<file path="src/hdl/rgbf_pkg.sv">
`default_nettype none

package rgbf_pkg;

  localparam int IMG_W     = 640;
  localparam int IMG_H     = 480;
  localparam int COL_W     = $clog2(IMG_W);
  localparam int ROW_W     = $clog2(IMG_H + 2);
  localparam int CH_W      = 8;
  localparam int OUT_COL_W = 10;
  localparam int OUT_ROW_W = 9;
  localparam int SUM_W     = 11;
  localparam int DIV9_MUL  = 7282;
  localparam int DIV9_MW   = 13;
  localparam int DIV9_SH   = 16;
  localparam int CH_MAX    = 170;

  localparam logic REQ_PIXEL = 1'b0;
  localparam logic REQ_PAD   = 1'b1;

  typedef struct packed {
    logic            req_type;
    logic [CH_W-1:0] red_in;
    logic [CH_W-1:0] green_in;
    logic [CH_W-1:0] blue_in;
  } rgbf_in_t;

  typedef struct packed {
    logic [CH_W-1:0]      red_out;
    logic [CH_W-1:0]      green_out;
    logic [CH_W-1:0]      blue_out;
    logic [OUT_COL_W-1:0] column;
    logic [OUT_ROW_W-1:0] row;
    logic                 frame_end;
  } rgbf_out_t;

  typedef struct packed {
    logic [CH_W-1:0] r;
    logic [CH_W-1:0] g;
    logic [CH_W-1:0] b;
  } pixel_t;

  typedef struct packed {
    pixel_t top;
    pixel_t mid;
    pixel_t bot;
  } col_t;

  typedef struct packed {
    pixel_t older;
    pixel_t newer;
  } line_t;

  typedef struct packed {
    logic [SUM_W-1:0] r;
    logic [SUM_W-1:0] g;
    logic [SUM_W-1:0] b;
  } sums_t;

  function automatic logic [SUM_W-1:0] chan_sum(
    input logic [CH_W-1:0] up,
    input logic [CH_W-1:0] dn,
    input logic [CH_W-1:0] lf,
    input logic [CH_W-1:0] rt,
    input logic [CH_W-1:0] ce
  );
    return SUM_W'(up) + SUM_W'(dn) + SUM_W'(lf) + SUM_W'(rt) + SUM_W'({ce, 1'b0});
  endfunction

  // reciprocal multiply, exact for sums up to six full-scale channels
  function automatic logic [CH_W-1:0] div9(input logic [SUM_W-1:0] s);
    logic [SUM_W+DIV9_MW-1:0] p;
    p = (SUM_W + DIV9_MW)'(s) * (SUM_W + DIV9_MW)'(DIV9_MUL);
    return p[DIV9_SH +: CH_W];
  endfunction

endpackage

`default_nettype wire

</file>
<file path="src/hdl/rgbf_cell.sv">
`default_nettype none

module rgbf_cell
  import rgbf_pkg::*;
(
  input  wire logic clk,
  input  wire logic rst_n,
  input  wire logic shift_en,
  input  wire col_t col_in,
  output col_t      col_out
);

  col_t col_r;
  col_t col_nxt;

  always_comb begin
    col_nxt = shift_en ? col_in : col_r;
  end

  always_ff @(posedge clk) begin
    if (!rst_n) begin
      col_r <= '0;
    end else begin
      col_r <= col_nxt;
    end
  end

  assign col_out = col_r;

endmodule

`default_nettype wire

</file>
<file path="config.mk">
export PLATFORM = sky130hd
export DESIGN_NAME = rgbf_cell
export DESIGN_NICKNAME = d
export VERILOG_FILES = /design/src/hdl/rgbf_pkg.sv /design/src/hdl/rgbf_cell.sv
export SDC_FILE = /design/constraint.sdc
export NUM_CORES = 1
export LEC_CHECK = 0
export ABC_AREA = 0
export BUFFER_PORTS_ARGS = -buffer_cell sky130_fd_sc_hd__buf_2
export CORE_ASPECT_RATIO = 1.25
export CORE_UTILIZATION = 40
export CTS_CLUSTER_DIAMETER = 120
export DETAILED_ROUTE_END_ITERATION = 16
export GPL_TIMING_DRIVEN = 0
export PLACE_DENSITY = 0.73
export SLEW_MARGIN = 20
export SYNTH_ARGS = -nofsm -noshare
export SYNTH_HDL_FRONTEND = slang
export SYNTH_SLANG_ARGS = --single-unit
</file>
<file path="constraint.sdc">
create_clock -name clk -period 2.11 [get_ports clk]
set_input_delay 0.422 -clock clk [delete_from_list [all_inputs] [get_ports clk]]
set_output_delay 0.422 -clock clk [all_outputs]
set_load 0.005 [all_outputs]
</file>
==> impl_metrics.env, run 1 <==
export IMPL_worstPathRequired_ps=1690
export IMPL_syn_nets=307
export IMPL_drive_gt1_share_pct=43.1
export IMPL_grt_start_max_net_pins=13
export IMPL_first_iter_violations=33
export IMPL_holdPathStages=3
export IMPL_hold_end="col_out[22]$_SDFFE_PN0P_"
export IMPL_timing_critical_path_buf_inv=1
export IMPL_setup_viol=0
export IMPL_ios=147
export IMPL_via_per_inst=4.41
export IMPL_track_usage_pct=15.5
export IMPL_fmax_mhz=819
export IMPL_yosysWarnings=0
export IMPL_cts_sinks=72
export IMPL_synth_top_family_by_area="multiplexers"
export IMPL_fin_ws_ps=889
export IMPL_multi_input_area_um2=1170
export IMPL_rr_worst_depth=2
export IMPL_drcViolationCount=0
export IMPL_nets=462
export IMPL_arrival_ps=800
export IMPL_cts_tree="done"
export IMPL_timing_critical_path_from_type="flip-flop"
export IMPL_p_total_w=0.00294
export IMPL_postCtsHoldBufs=0
export IMPL_num_vias=2111
export IMPL_netlist_area_leader_share_pct=52.2
export IMPL_numCtsBuffers=9
export IMPL_antenna_cells=0
export IMPL_muxShareOfSynthArea_pct=26.1
export IMPL_worst_path_max_fanout=2
export IMPL_post_cts_resized=0
export IMPL_fp_row_count=33
export IMPL_vdd_ir_drop_worst_mv=0.520
export IMPL_synth_area_per_cell_um2=11.9
export IMPL_synth_adder_area_share_pct=0
export IMPL_skew_ps=0
export IMPL_synth_edf_count=0
export IMPL_worstSetupPathType="flip-flop to output port"
export IMPL_fin_util_pct=57.5
export IMPL_area_delta_synth_final_pct=37.5
export IMPL_post_cts_buffers=0
export IMPL_rrSetupSlack_ps=1480
export IMPL_slew_headroom_pct=76.9
export IMPL_cap_violations=0
export IMPL_yosysUniqueCellTypes=7
export IMPL_yosys_top_cells_area="dfxtp_1, mux2i_1, nor2b_1"
export IMPL_wl_per_cell_um=11.9
export IMPL_path_cells="buf_2"
export IMPL_finalInstanceArea_um2=3800
export IMPL_cts_root_buffer="clkbuf_8"
export IMPL_pre_cts_slack_ps=871
export IMPL_place_congestion=0.658
export IMPL_status="complete, no violations"
export IMPL_io_buffers=144
export IMPL_synth_compound_area_share_pct=0
export IMPL_worst_pin_slew_ps=346
export IMPL_r2r_start="col_out[44]$_SDFFE_PN0P_"
export IMPL_grt_setup_unrepaired="no"
export IMPL_synth_area_um2=2760
export IMPL_insertion_delay_ps=320
export IMPL_coreArea_um2=6610
export IMPL_async_reset_ff_share_pct=0
export IMPL_p_per_area_nw_per_um2=776
export IMPL_die_area_um2=7240
export IMPL_netlist_top_cells_count="dfxtp_1, mux2i_1, nor2b_1"
export IMPL_regArea_um2=1440
export IMPL_p_leak_nw=1.96
export IMPL_worstHoldPathType="input pin to flip-flop"
export IMPL_final_antenna_net_count=0
export IMPL_fp_dieH_um=94.9
export IMPL_grt_pass1_wl_um=8790
export IMPL_end_kind="output port"
export IMPL_place_hpwl_um=4290
export IMPL_clock_path_buffers=2
export IMPL_slew_violations=0
export IMPL_period_share_pct=57.9
export IMPL_ys_flop_type="dfxtp_1"
export IMPL_largest_register_ffs=72
export IMPL_grt_overflow_total=0
export IMPL_synth_simple_area_share_pct=16.3
export IMPL_htree_levels=3
export IMPL_grt_pass1_vias=1979
export IMPL_yosysTopAreaCell="dfxtp_1"
export IMPL_cpMaxStageDelayCell="dfxtp_1"
export IMPL_yosysSeqAreaShare_pct=52.2
export IMPL_drt_pass1_iter_count=4
export IMPL_clkTransAtPathRegs_ps=80
export IMPL_hold_viol_final=0
export IMPL_antenna_found_initial=0
export IMPL_path_delay_family="flip-flops"
export IMPL_dpl_instance_area_um2=3590
export IMPL_finalSetupTns_ps=0
export IMPL_routed_wl_um=5700
export IMPL_synth_seq_cells=72
export IMPL_synth_xor_area_share_pct=0
export IMPL_initial_utilization_pct=41.8
export IMPL_slowest_delay_ps=350
export IMPL_fin_crit_ps=1220
export IMPL_nFillCells=587
export IMPL_dieWidth_um=76.3
export IMPL_synthCells=232
export IMPL_worstReg2RegEnd="col_out[44]$_SDFFE_PN0P_"
export IMPL_hold_start="col_in[22]"
==> cells in the final DEF (no fill, tap or decap) <==
cell / instances
clkbuf_8: 11
clkbuf_2: 1
clkinvlp_4: 2
buf_8: 7
mux2i_1: 72
buf_6: 1
bufinv_16: 1
dfxtp_1: 72
buf_2: 144
clkinv_2: 2
nor2b_1: 72
clkbuf_1: 7
==> logic make-up (layout without fill, tap and decap cells) <==
kind of cell | Yosys count | count (layout)
multiplexers | 72 | 72
AND/OR/NAND/NOR | 72 | 72
flip-flops | 72 | 72
buffers and inverters | 16 | 176
==> power by group <==
part	leakage, nW	internal, W	switching [W]	total, W
logic	1.27	0.000220	0.000156	0.000375
registers	0.595	0.00144	0.0000374	0.00148
clock network	0.101	0.000606	0.000485	0.00109
total	1.96	0.00227	0.000678	0.00294
==> layer usage <==
metal,vias to the layer above,global-route usage (%),wire [um]
li1,1074,-,-
met4,0,7.37,107
met5,-,0,0
met2,85,25.8,2760
met3,10,5.41,392
met1,942,18.0,2440
==> worst max path at each step <==
stage                             start                        to  slack, ps  depth (start not counted)
6_report       col_out[21]$_SDFFE_PN0P_               col_out[21]        890                          1
5_1_grt         col_out[1]$_SDFFE_PN0P_                col_out[1]        830                          1
4_1_cts        col_out[21]$_SDFFE_PN0P_               col_out[21]        870                          1
3_5_place_dp                      rst_n  col_out[11]$_SDFFE_PN0P_        870                          3
3_3_place_gp                      rst_n  col_out[49]$_SDFFE_PN0P_        900                          3
2_1_floorplan                  shift_en   col_out[0]$_SDFFE_PN0P_       1040                          4
==> per-stage QoR <==
stage               std cells  hold WS, ps
floorplan                 232          507
global placement          463          492
detailed placement        463          496
CTS                       479          322
global route              479          322
finish                    479          339
==> area by class of cell <==
cell class	instances	share of cell area, %
clock buffers	11	3.99
clock inverters	5	1.45
plain buffers	16	3.89
repair buffers	144	19.0
multi-input cells	144	30.9
flip-flops and latches	72	38.0
well taps	87	2.87
(Power assumes the default switching activity.)
==> run 2: changes to the inputs <==
- ABC_AREA: 0 -> 1
- PLACE_DENSITY: 0.73 -> 0.71
- clock period: 2.11 -> 1.2 ns (I/O delays scaled with it)
==> run 2 against run 1 <==
Register-to-register slack got worse by 840 ps. Utilization decreased by 1.2 points. Die area increased by 7.0%. First-iteration DRC count increased to 3.7 times the previous value. Setup slack got worse by 720 ps. Sequential power increased by 78%. Combinational power increased by 110%. Total power increased by 75%. Global-route usage increased by 3.6 points. Sequential cell count unchanged. Wire length increased by 23%. Largest cell class unchanged. Non-clock buffer count increased by 8.
==> impl_metrics.env, run 2 <==
export IMPL_status="complete, no violations"
export IMPL_initial_utilization_pct=41.9
export IMPL_synth_area_um2=2960
export IMPL_hold_viol_final=0
export IMPL_grt_overflow_total=0
export IMPL_io_buffers=144
export IMPL_wl_per_cell_um=9.95
export IMPL_timing_critical_path_buf_inv=1
export IMPL_htree_levels=3
export IMPL_p_per_area_nw_per_um2=1300
export IMPL_ios=147
export IMPL_largest_register_ffs=72
export IMPL_clock_path_buffers=2
export IMPL_fp_dieH_um=98.2
export IMPL_skew_ps=0
export IMPL_postCtsHoldBufs=0
export IMPL_arrival_ps=800
export IMPL_via_per_inst=4.22
export IMPL_yosysTopAreaCell="dfxtp_1"
export IMPL_dieWidth_um=78.9
export IMPL_end_kind="output port"
export IMPL_grt_pass1_vias=2743
export IMPL_netlist_area_leader_share_pct=48.7
export IMPL_cpMaxStageDelayCell="dfxtp_1"
export IMPL_cts_sinks=72
export IMPL_insertion_delay_ps=320
export IMPL_drt_pass1_iter_count=4
export IMPL_fin_util_pct=56.2
export IMPL_coreArea_um2=7060
export IMPL_area_delta_synth_final_pct=34.2
export IMPL_timing_critical_path_from_type="flip-flop"
export IMPL_syn_nets=531
export IMPL_yosysWarnings=0
export IMPL_antenna_cells=0
export IMPL_grt_pass1_wl_um=11800
export IMPL_grt_busiest_layer="met2"
export IMPL_synth_seq_cells=72
export IMPL_num_vias=2964
export IMPL_netlist_top_cells_count="nand2_1, nor2_1, dfxtp_1, inv_1, buf_2"
export IMPL_layout_common_cells="buf_2, nor2_1, nand2_1"
export IMPL_post_cts_buffers=0
export IMPL_die_area_um2=7750
export IMPL_synthCells=456
export IMPL_track_usage_pct=19.1
export IMPL_cts_root_buffer="clkbuf_8"
export IMPL_use_met1_pct=21.5
export IMPL_drive_gt1_share_pct=29.5
export IMPL_worst_pin_slew_ps=186
export IMPL_ys_flop_type="dfxtp_1"
export IMPL_slowest_delay_ps=350
export IMPL_first_iter_violations=122
export IMPL_place_hpwl_um=5230
export IMPL_drcViolationCount=0
export IMPL_yosysUniqueCellTypes=7
export IMPL_vdd_ir_drop_worst_mv=0.605
export IMPL_yosys_top_cells_area="dfxtp_1, nand2_1, nor2_1"
export IMPL_slew_headroom_pct=87.6
export IMPL_clkTransAtPathRegs_ps=70
export IMPL_yosysSeqAreaShare_pct=48.7
export IMPL_p_leak_nw=2.48
export IMPL_synth_area_per_cell_um2=6.49
export IMPL_place_congestion=0.759
export IMPL_numCtsBuffers=9
export IMPL_async_reset_ff_share_pct=0
export IMPL_grt_setup_unrepaired="no"
export IMPL_use_met2_pct=32.5
export IMPL_final_common_cell="buf_2"
export IMPL_period_share_pct=86.3
export IMPL_routed_wl_um=6990
export IMPL_cts_tree="done"
export IMPL_path_delay_family="flip-flops"
export IMPL_final_antenna_net_count=0
export IMPL_slew_violations=0
export IMPL_fmax_mhz=966
export IMPL_fp_row_count=34
export IMPL_worstPathRequired_ps=960
export IMPL_fin_crit_ps=1040
export IMPL_nets=686
export IMPL_setup_viol=0
export IMPL_finalSetupTns_ps=0
export IMPL_worstHoldPathType="input pin to flip-flop"
export IMPL_path_cells="buf_2"
export IMPL_worstSetupPathType="flip-flop to output port"
export IMPL_cap_violations=0
export IMPL_p_total_w=0.00515
export IMPL_synth_edf_count=0
export IMPL_grt_start_max_net_pins=11
export IMPL_antenna_found_initial=0
export IMPL_grtUsageMet3_pct=4.86
export IMPL_post_cts_resized=0
export IMPL_worst_path_max_fanout=2
-- run 2: changes by cell type after synthesis, sizes merged --
cell / previous run / this run
clkbuf: 8 / 0
nor2b: 72 / 0
inv: 0 / 72
nor2: 0 / 144
nand2: 0 / 144
buf: 8 / 24
mux2i: 72 / 0
-- run 2: area by class of cell --
cell class,instances,area (um^2)
well taps,90,113
plain buffers,24,166
repair buffers,144,721
clock buffers,13,179
inverters,72,270
flip-flops and latches,72,1440
fillers,720,3090
multi-input cells,288,1080
-- run 2: worst paths after layout --
| path | start | to | slack (ps) | depth (start not counted) |
|---|---|---|---|---|
| worst max-delay path | col_out[33]$_SDFFE_PN0P_ | col_out[33] | 160 | 1 |
| worst min register to register | col_out[60]$_SDFFE_PN0P_ | col_out[60]$_SDFFE_PN0P_ | 470 | 2 |
| worst max register to register | col_out[26]$_SDFFE_PN0P_ | col_out[26]$_SDFFE_PN0P_ | 640 | 2 |
| worst min-delay path | col_in[62] | col_out[62]$_SDFFE_PN0P_ | 200 | 5 |
-- run 2: power breakdown --
group / leakage [nW] / total, W / internal [W] / switching [W]
Clock: 0.0935 / 0.00174 / 0.000944 / 0.000796
Sequential: 0.599 / 0.00264 / 0.00256 / 0.0000810
Combinational: 1.79 / 0.000772 / 0.000372 / 0.000400
-- run 2: per-stage QoR --
stage                     hold WS, ps  setup WS [ps]  instances  area, um^2
after floorplan                   428            318        456        2960
after global placement            453            232        690        3790
after detailed placement          460            207        690        3790
after CTS                         178            135        703        3970
after global routing              198            106        703        3970
final                             198            165        703        3970
-- run 2: layer usage --
| layer | wire [um] | up-vias |
|---|---|---|
| met2 | 3350 | 97 |
| met5 | 0 | - |
| met3 | 471 | 17 |
| met4 | 191 | 0 |
| li1 | - | 1591 |
| met1 | 2970 | 1259 |
-- run 2: cells by family after synthesis --
logic type | count (synthesis) | synth area share [%]
simple gates | 288 | 36.5
flops | 72 | 48.7
buf+inv | 96 | 14.8
