[src/hdl/rgbf_ram.sv]
`default_nettype none

module rgbf_ram #(
  parameter int DATA_W = 8,
  parameter int DEPTH  = 16
) (
  input  wire logic                     clk,
  input  wire logic                     we,
  input  wire logic [$clog2(DEPTH)-1:0] waddr,
  input  wire logic [DATA_W-1:0]        wdata,
  input  wire logic                     re,
  input  wire logic [$clog2(DEPTH)-1:0] raddr,
  output logic      [DATA_W-1:0]        rdata
);

  logic [DATA_W-1:0] mem [DEPTH];

  always_ff @(posedge clk) begin
    if (we) begin
      mem[waddr] <= wdata;
    end
    if (re) begin
      rdata <= mem[raddr];
    end
  end

endmodule

`default_nettype wire

[config.mk]
export PLATFORM = sky130hd
export DESIGN_NAME = rgbf_ram
export DESIGN_NICKNAME = d
export VERILOG_FILES = /design/src/hdl/rgbf_ram.sv
export SDC_FILE = /design/constraint.sdc
export NUM_CORES = 1
export LEC_CHECK = 0
export BUFFER_PORTS_ARGS = -buffer_cell sky130_fd_sc_hd__clkbuf_2
export CAP_MARGIN = 20
export CORE_ASPECT_RATIO = 1.1
export CORE_MARGIN = 2
export CORE_UTILIZATION = 55
export DETAILED_ROUTE_END_ITERATION = 12
export PLACE_DENSITY = 0.73
export SKIP_CTS_REPAIR_TIMING = 1
export SLEW_MARGIN = 5
export SYNTH_ARGS = -nofsm -noshare
export SYNTH_HDL_FRONTEND = slang
export SYNTH_SLANG_ARGS = --single-unit
[constraint.sdc]
create_clock -name clk -period 4.2 [get_ports clk]
set_input_delay 0.42 -clock clk [delete_from_list [all_inputs] [get_ports clk]]
set_output_delay 0.42 -clock clk [all_outputs]
set_load 0.005 [all_outputs]
==> results of run 1 <==
[cells by family (layout without fill, tap and decap cells)]
group | count (synthesis) | in the layout
AO/OA/AOI/OAI | 16 | 16
buffers and inverters | 10 | 62
multiplexers | 32 | 32
flip-flops | 136 | 136
AND/OR/NAND/NOR | 35 | 35
[cells in the mapped netlist, types with 2 or more instances]
library cell / instances / area [µm²]
clkdlybuf4s25_2: 3 / 30.03
edfxtp_1: 136 / 4084
nand2b_1: 2 / 12.51
mux4_1: 14 / 367.9
a22oi_1: 16 / 120.1
nand2_1: 9 / 33.78
nand3b_1: 2 / 15.01
buf_2: 3 / 15.01
buf_6: 3 / 33.78
nor2_1: 13 / 48.80
nor3_1: 4 / 20.02
mux4_2: 18 / 405.4
[final timing paths]
kind | startpoint | slack (ns) | to | depth (start not counted)
setup reg to reg | mem[10][5] | 2.65 | rdata[5] | 3
hold / removal | re | 0.32 | rdata[6] | 1
setup / recovery | raddr[0] | 2.22 | rdata[7] | 5
hold reg to reg | mem[8][3] | 0.76 | rdata[3] | 3
[critical path, cell delays in order]
cell      delay, ns
clkbuf_2       0.59
buf_4          0.38
mux4_2         0.53
a22oi_1        0.24
nand2_1        0.08
[where the power goes]
part | leakage (µW) | internal [µW] | switching, µW
registers | 0.00124 | 1530 | 8.98
logic | 0.000504 | 53.7 | 75.0
clock network | 0.000250 | 830 | 526
total | 0.00199 | 2410 | 610
[sequential cells by signal, indices dropped and copies added, names as in the netlist]
register,cells
rdata,8
mem,128
[routing by layer]
metal | track usage (%) | vias to the layer above | routed length, µm
met5 | 0 | - | 0
met3 | 4.405 | 4 | 697
met4 | 9.759 | 0 | 76
met2 | 32.64 | 105 | 5120
met1 | 28.65 | 1226 | 3824
li1 | - | 1065 | -
[layout make-up]
type | count | area, µm²
Clock buffer | 17 | 414.1
Clock inverter | 14 | 135.1
Fill cell | 619 | 3301
Multi-Input combinational cell | 83 | 1057
Sequential cell | 136 | 4084
Tap cell | 117 | 146.4
Timing Repair Buffer | 31 | 167.7
[metrics by stage]
stage          total power, µW  utilization, %  cells
2_1_floorplan             1641               -    229
3_3_place_gp              1693           58.63    367
3_5_place_dp              1697           58.63    367
4_1_cts                   3047           64.53    398
5_1_grt                   3122           64.53    398
6_report                  3024           64.53    398
==> impl_metrics.yaml, run 1 <==
clock_tree:
  cts.sinks: 136
  cts_buffers: 17
  clock_latency_ns: 0.52
  cts_tree: "built"
  htree_levels: 4
  clk_pin_slew_ns: 0.06
  root_buffer: "clkbuf_8"
  clk_path_buf_depth: 2
routing:
  initialDrtViolationCount: 293
  drc_errors: 0
  vias: 2400
  wl_per_cell_um: 24.42
  wl_um: 9719
  vias_per_cell: 6.030
  dr.pass1.iters: 4
  antenna_left: 0
timing:
  tightest_slew_ns: 0.9395
  skew_ns: 0.004618
  relSlewSlack_pct: 37.13
  grt_setup_unrepaired: "no"
  whs_ns: 0.3172
  setup_tns_ns: 0
  finalCriticalPeriod_ns: 1.983
  fmax_mhz: 504.3
  drv_slew: 0
  fin_ws_ns: 2.217
  fin_crit_sh_pct: 47.21
  setup_viol_count_final: 0
  final-hold-violation-count: 0
floorplan:
  pin_count: 27
  rows: 37
  die-area_mm2: 0.01030
  die_h_um: 106.3
  initial_core_util_pct: 56.18
  die_w_um: 96.96
  coreArea_mm2: 0.009305
cells_and_area:
  drive_gt1_share_pct: 27.76
  areaGrowthSynthToFinish_pct: 14.86
  stdcell_area_mm2: 0.006005
  final_cell_mix: "edfxtp_1, clkbuf_2, mux4_2"
  final_common_cell: "edfxtp_1"
  n_antenna_cell: 0
  num-nets-final: 288
placed_design:
  numPortBuffers: 26
  placed_area_mm2: 0.005455
  pre_cts_slack_ns: 1.616
  place_congestion: 0.7522
  hpwlAfterDp_um: 5920
pwr:
  p_leak_uw: 0.001990
  peakVddDrop_mv: 0.2898
  power.density_mw_per_mm2: 503.7
yosys:
  ys_ff_latch: 136
  synthMuxAreaShare_pct: 14.79
  yosysWarnings: 0
  synthesis.area_mm2: 0.005228
  synth_compound_area_share_pct: 2.298
  syn-instance-count: 229
  synth-adder-area-share_pct: 0
  synth_top_family_by_area: "multiplexers"
  synth_simple_gate_area_share_pct: 3.135
  synth_cell_type_count: 18
  synth_edf_count: 136
  yosys.area_share.xor_xnor_pct: 0
  synthFlopType: "edfxtp_1"
  synth_nets: 248
  synth_area_per_cell_um2: 22.83
  ys_async_sr_fraction_pct: 0
  synth-seq-area-share_pct: 78.12
global_route:
  antenna_found_initial: 0
  track_usage_pct: 20.85
  overflow: 0
  grt_pass1_wl_um: 15300
  grt_pass1_vias: 2554
  grt_max_degree: 33
worst_hold_path:
  hp-class: "input port to register"
setup_path:
  cp_data_arrival_time_ns: 2.25
  critPathLaunchType: "input port"
  crit_path_max_fanout: 22
  worstPathRequired_ns: 4.46
  critPathKind: "input port to register"
  crit_path_end_kind: "register"
run_status:
  outcome: "complete, no violations"
flow_run:
  cap_viol_max_count: 0
Power figures use the tool's default switching activity.
==> inputs of run 2 (changes only) <==
CORE_UTILIZATION = 54   (was 55)
PLACE_DENSITY = 0.74   (was 0.73)
clock period = 1.6 ns   (was 4.2 ns; I/O delays follow)
==> run 2 against run 1 <==
- first-iteration DRC count increased by 11%
- wire length increased by 3.3%
- sequential share of layout area decreased by 2.0 points
==> impl_metrics.yaml, run 2 (synthesized netlist as in run 1, its figures left out) <==
timing:
  drv_slew: 0
  fin_crit_sh_pct: 98.08
  fmax_mhz: 637.2
  fin_ws_ns: 0.03066
  finalCriticalPeriod_ns: 1.569
  grt_setup_unrepaired: "no"
  setup_tns_ns: 0
  relSlewSlack_pct: 72.97
  setup_viol_count_final: 0
  final-hold-violation-count: 0
  tightest_slew_ns: 0.4054
  skew_ns: 0.006882
setup_path:
  worstRegToRegCells: 3
  crit_path_end_kind: "register"
  rrSetupSlack_ns: 0.03
  cp_data_arrival_time_ns: 1.82
  critPathLaunchType: "register"
  r2r_end: "rdata[0]"
  r2r_start: "mem[1][0]"
  worstPathRequired_ns: 1.85
  crit_path_max_fanout: 1
  critPathKind: "register to register"
global_route:
  track_usage_pct: 20.55
  antenna_found_initial: 0
  grt_max_degree: 27
  grt_pass1_wl_um: 15120
  grt_pass1_vias: 2615
  overflow: 0
clock_tree:
  clock_latency_ns: 0.52
  clk_path_buf_depth: 2
  htree_levels: 4
  cts_tree: "built"
  cts.sinks: 136
  clk_pin_slew_ns: 0.05
  cts_buffers: 17
  root_buffer: "clkbuf_8"
cells_and_area:
  n_antenna_cell: 0
  fillCellCount: 591
  top_regs: "mem: 128 flops, rdata: 8 flops"
  regMostFlops: "mem"
  num-nets-final: 313
  areaGrowthSynthToFinish_pct: 18.29
  drive_gt1_share_pct: 32.13
  final_common_cell: "edfxtp_1"
  final_cell_mix: "edfxtp_1, buf_4, clkbuf_2"
  largest_reg_flops: 128
floorplan:
  die-area_mm2: 0.01048
  rows: 37
  pin_count: 27
  initial_core_util_pct: 55.63
  die_w_um: 97.81
  coreArea_mm2: 0.009398
  die_h_um: 107.2
routing:
  wl_per_cell_um: 23.80
  vias_per_cell: 6.133
  vias: 2588
  initialDrtViolationCount: 326
  antenna_left: 0
  drc_errors: 0
  wl_um: 10040
  dr.pass1.iters: 6
placed_design:
  numPortBuffers: 26
  place_congestion: 0.7848
  pre_cts_slack_ns: -0.1367
worst_hold_path:
  holdPathEnd: "rdata[6]"
  min_from: "re"
  min_path_cells: 1
  hp-class: "input port to register"
flow_run:
  cap_viol_max_count: 0
pwr:
  peakVddDrop_mv: 0.7035
  p_leak_uw: 0.002129
  power.density_mw_per_mm2: 1244
run_status:
  outcome: "complete, no violations"
-- run 2: cell count changes in the layout (fill, tap and decap cells not counted), sizes merged --
cell / previous run / this run
buf: 5 / 30
bufinv: 2 / 1
clkbuf: 43 / 50
clkinv: 6 / 5
clkinvlp: 6 / 0
-- run 2: worst max-delay path by stage --
| stage | start | endpoint | slack [ns] | cells after the start |
|---|---|---|---|---|
| after floorplan | raddr[0] | rdata[1] | 0.16 | 5 |
| after global placement | raddr[0] | rdata[0] | -0.11 | 5 |
| final | mem[1][0] | rdata[0] | 0.03 | 3 |
| after CTS | mem[0][3] | rdata[3] | 0.01 | 3 |
| after detailed placement | raddr[0] | rdata[3] | -0.14 | 5 |
| after global routing | mem[1][0] | rdata[0] | 0.001 | 3 |
-- run 2: metrics by stage --
stage / hold slack [ns] / total power, µW / instance area, µm² / std cells / utilization (%)
2_1_floorplan: 0.2589 / 4308 / 5233 / 229 / -
3_3_place_gp: 0.5633 / 4478 / 5685 / 392 / 60.50
3_5_place_dp: 0.5707 / 4492 / 5685 / 392 / 60.50
4_1_cts: 0.05053 / 7724 / 6178 / 422 / 65.74
5_1_grt: 0.05286 / 7896 / 6183 / 422 / 65.80
6_report: 0.06491 / 7690 / 6183 / 422 / 65.80
-- run 2: layer usage --
metal  up-vias  share of wire [%]  wire (µm)  GRT usage [%]
met3        16                6.5        650          7.301
met2       104                 49       4882          31.72
met5         -                  0          0              0
met4         0                2.1        213          9.028
met1      1359                 43       4297          26.80
li1       1109                  -          -              -
-- run 2: layout make-up --
cell class                 count  area (µm²)  share of cell area (%)
sequential                   136        4084                   66.05
multi-input combinational     83        1067                   17.26
clock buffer                  24       440.4                   7.123
timing repair buffer          56       392.9                   6.354
tap                          117       146.4                   2.367
clock inverter                 6       52.55                  0.8499
-- run 2: report_power, final --
group	leakage, µW	internal, µW	switching, µW
Combinational	0.000651	171	210
Clock	0.000242	2020	1250
Sequential	0.00124	4020	24.0
Total	0.00213	6210	1480
-- run 2: critical path, cell delays in order, from the launching register on --
cell and delay, ns:
edfxtp_1 0.36, mux4_1 0.53, a22oi_1 0.29, nand2_1 0.12
==> inputs of run 3 (changes only) <==
CELL_PAD_IN_SITES_DETAIL_PLACEMENT = 1   (was default)
CELL_PAD_IN_SITES_GLOBAL_PLACEMENT = 1   (was default)
CORE_UTILIZATION = 48   (was 54)
CTS_CLUSTER_SIZE = 8   (was default)
PLACE_DENSITY = default   (was 0.74)
PLACE_DENSITY_LB_ADDON = 0.1   (was default)
==> run 3 against run 2 <==
- critical endpoint is now rdata[1]
- highest routed layer unchanged
- setup slack better by 0.031 ns
- via count down 2.4%
- core utilization down 5.7 points
- sequential share of layout area down 1.2 points
- worst hold slack better by 0.13 ns
- register-to-register slack better by 0.03 ns
- maximum frequency up 2.0%
- critical path depth unchanged
- critical path type unchanged
- design area up 1.9%
==> impl_metrics.yaml, run 3 (synthesized netlist as in run 1, its figures left out) <==
run_status:
  outcome: "complete, no violations"
global_route:
  grt_pass1_wl_um: 17530
  grt_pass1_vias: 2807
  grt_max_degree: 17
  antenna_found_initial: 0
  overflow: 0
  track_usage_pct: 21.09
routing:
  wl_per_cell_um: 25.14
  dr.pass1.iters: 5
  initialDrtViolationCount: 175
  wl_um: 11260
  routed-wl-met3_um: 324
  drt-met1-wl_um: 5125
  drc_errors: 0
  vias_per_cell: 5.638
  highest_layer: "met4"
  vias: 2526
  antenna_left: 0
  dr_wl_met2_um: 5707
timing:
  fin_ws_ns: 0.06191
  grt_setup_unrepaired: "no"
  finalCriticalPeriod_ns: 1.538
  setup_viol_count_final: 0
  tightest_slew_ns: 0.7713
  relSlewSlack_pct: 48.47
  skew_ns: 0.009250
  final-hold-violation-count: 0
  fin_crit_sh_pct: 96.13
  whs_ns: 0.1938
  drv_slew: 0
  fmax_mhz: 650.2
floorplan:
  pin_count: 27
  die-area_mm2: 0.01174
  initial_core_util_pct: 49.83
  coreArea_mm2: 0.01049
  die_h_um: 113.5
  rows: 39
  die_w_um: 103.5
cells_and_area:
  final_cell_mix: "edfxtp_1, clkbuf_2, buf_4"
  largest_reg_flops: 128
  drive_gt1_share_pct: 33.44
  fillCellCount: 884
  regMostFlops: "mem"
  regArea_mm2: 0.004084
  final_cells: 448
  areaGrowthSynthToFinish_pct: 20.56
  num-nets-final: 311
  multi_input_area_mm2: 0.001062
  final_common_cell: "edfxtp_1"
  n_antenna_cell: 0
  top_regs: "mem: 128 flops, rdata: 8 flops"
placed_design:
  pre_cts_slack_ns: -0.1763
  place_inst: 416
  place_congestion: 0.7114
  numPortBuffers: 26
  hpwlAfterDp_um: 7348
clock_tree:
  cts.sinks: 136
  clk_pin_slew_ns: 0.06
  clock_latency_ns: 0.40
  htree_levels: 4
  clk_path_buf_depth: 2
  cts_tree: "built"
  cts_buffers: 17
  root_buffer: "clkbuf_16"
setup_path:
  worstPathRequired_ns: 1.75
  critPathKind: "register to register"
  critPathLaunchType: "register"
  cp_data_arrival_time_ns: 1.69
  rrSetupSlack_ns: 0.06
  crit_path_end_kind: "register"
  crit_path_max_fanout: 1
pwr:
  p_leak_uw: 0.002161
  peakVddDrop_mv: 0.9912
  power.density_mw_per_mm2: 1314
worst_hold_path:
  hp-class: "input port to register"
flow_run:
  cap_viol_max_count: 0
-- run 3: final timing paths --
| path | depth (start not counted) | startpoint | end |
|---|---|---|---|
| max | 3 | mem[3][1] | rdata[1] |
| min | 1 | wdata[1] | mem[4][1] |
| max reg2reg | 3 | mem[3][1] | rdata[1] |
| min reg2reg | 3 | mem[13][2] | rdata[2] |
-- run 3: layer usage --
metal,up-vias,GRT usage [%]
li1,1108,-
met1,1354,28.51
met2,55,35.10
met3,9,4.629
met4,0,6.396
met5,-,0
-- run 3: per-stage QoR --
step                utilization, %  cell area, µm²  power [µW]  TNS (ns)
global route                 60.07            6302        8519         0
floorplan                        -            5233        4308         0
detailed placement           54.48            5715        4513   -0.6971
finish                       60.07            6302        8278         0
global placement             54.48            5715        4497   -0.6189
CTS                          60.07            6302        8340         0
-- run 3: area by class of cell --
class,count,share of cell area (%)
timing repair buffer,54,6.194
clock inverter,14,2.501
tap,143,2.839
sequential,136,64.80
clock buffer,18,6.810
multi-input combinational,83,16.86
-- run 3: worst max-delay path, cell delays in order, from the launching register on --
cell	delay, ns
edfxtp_1	0.39
mux4_1	0.52
a22oi_1	0.27
nand2_1	0.10
-- run 3: report_power, final --
group / switching, µW / leakage, µW / internal, µW
Sequential: 22.6 / 0.00124 / 4020
Clock: 1410 / 0.000282 / 2430
Combinational: 223 / 0.000643 / 175
Total: 1660 / 0.00216 / 6620
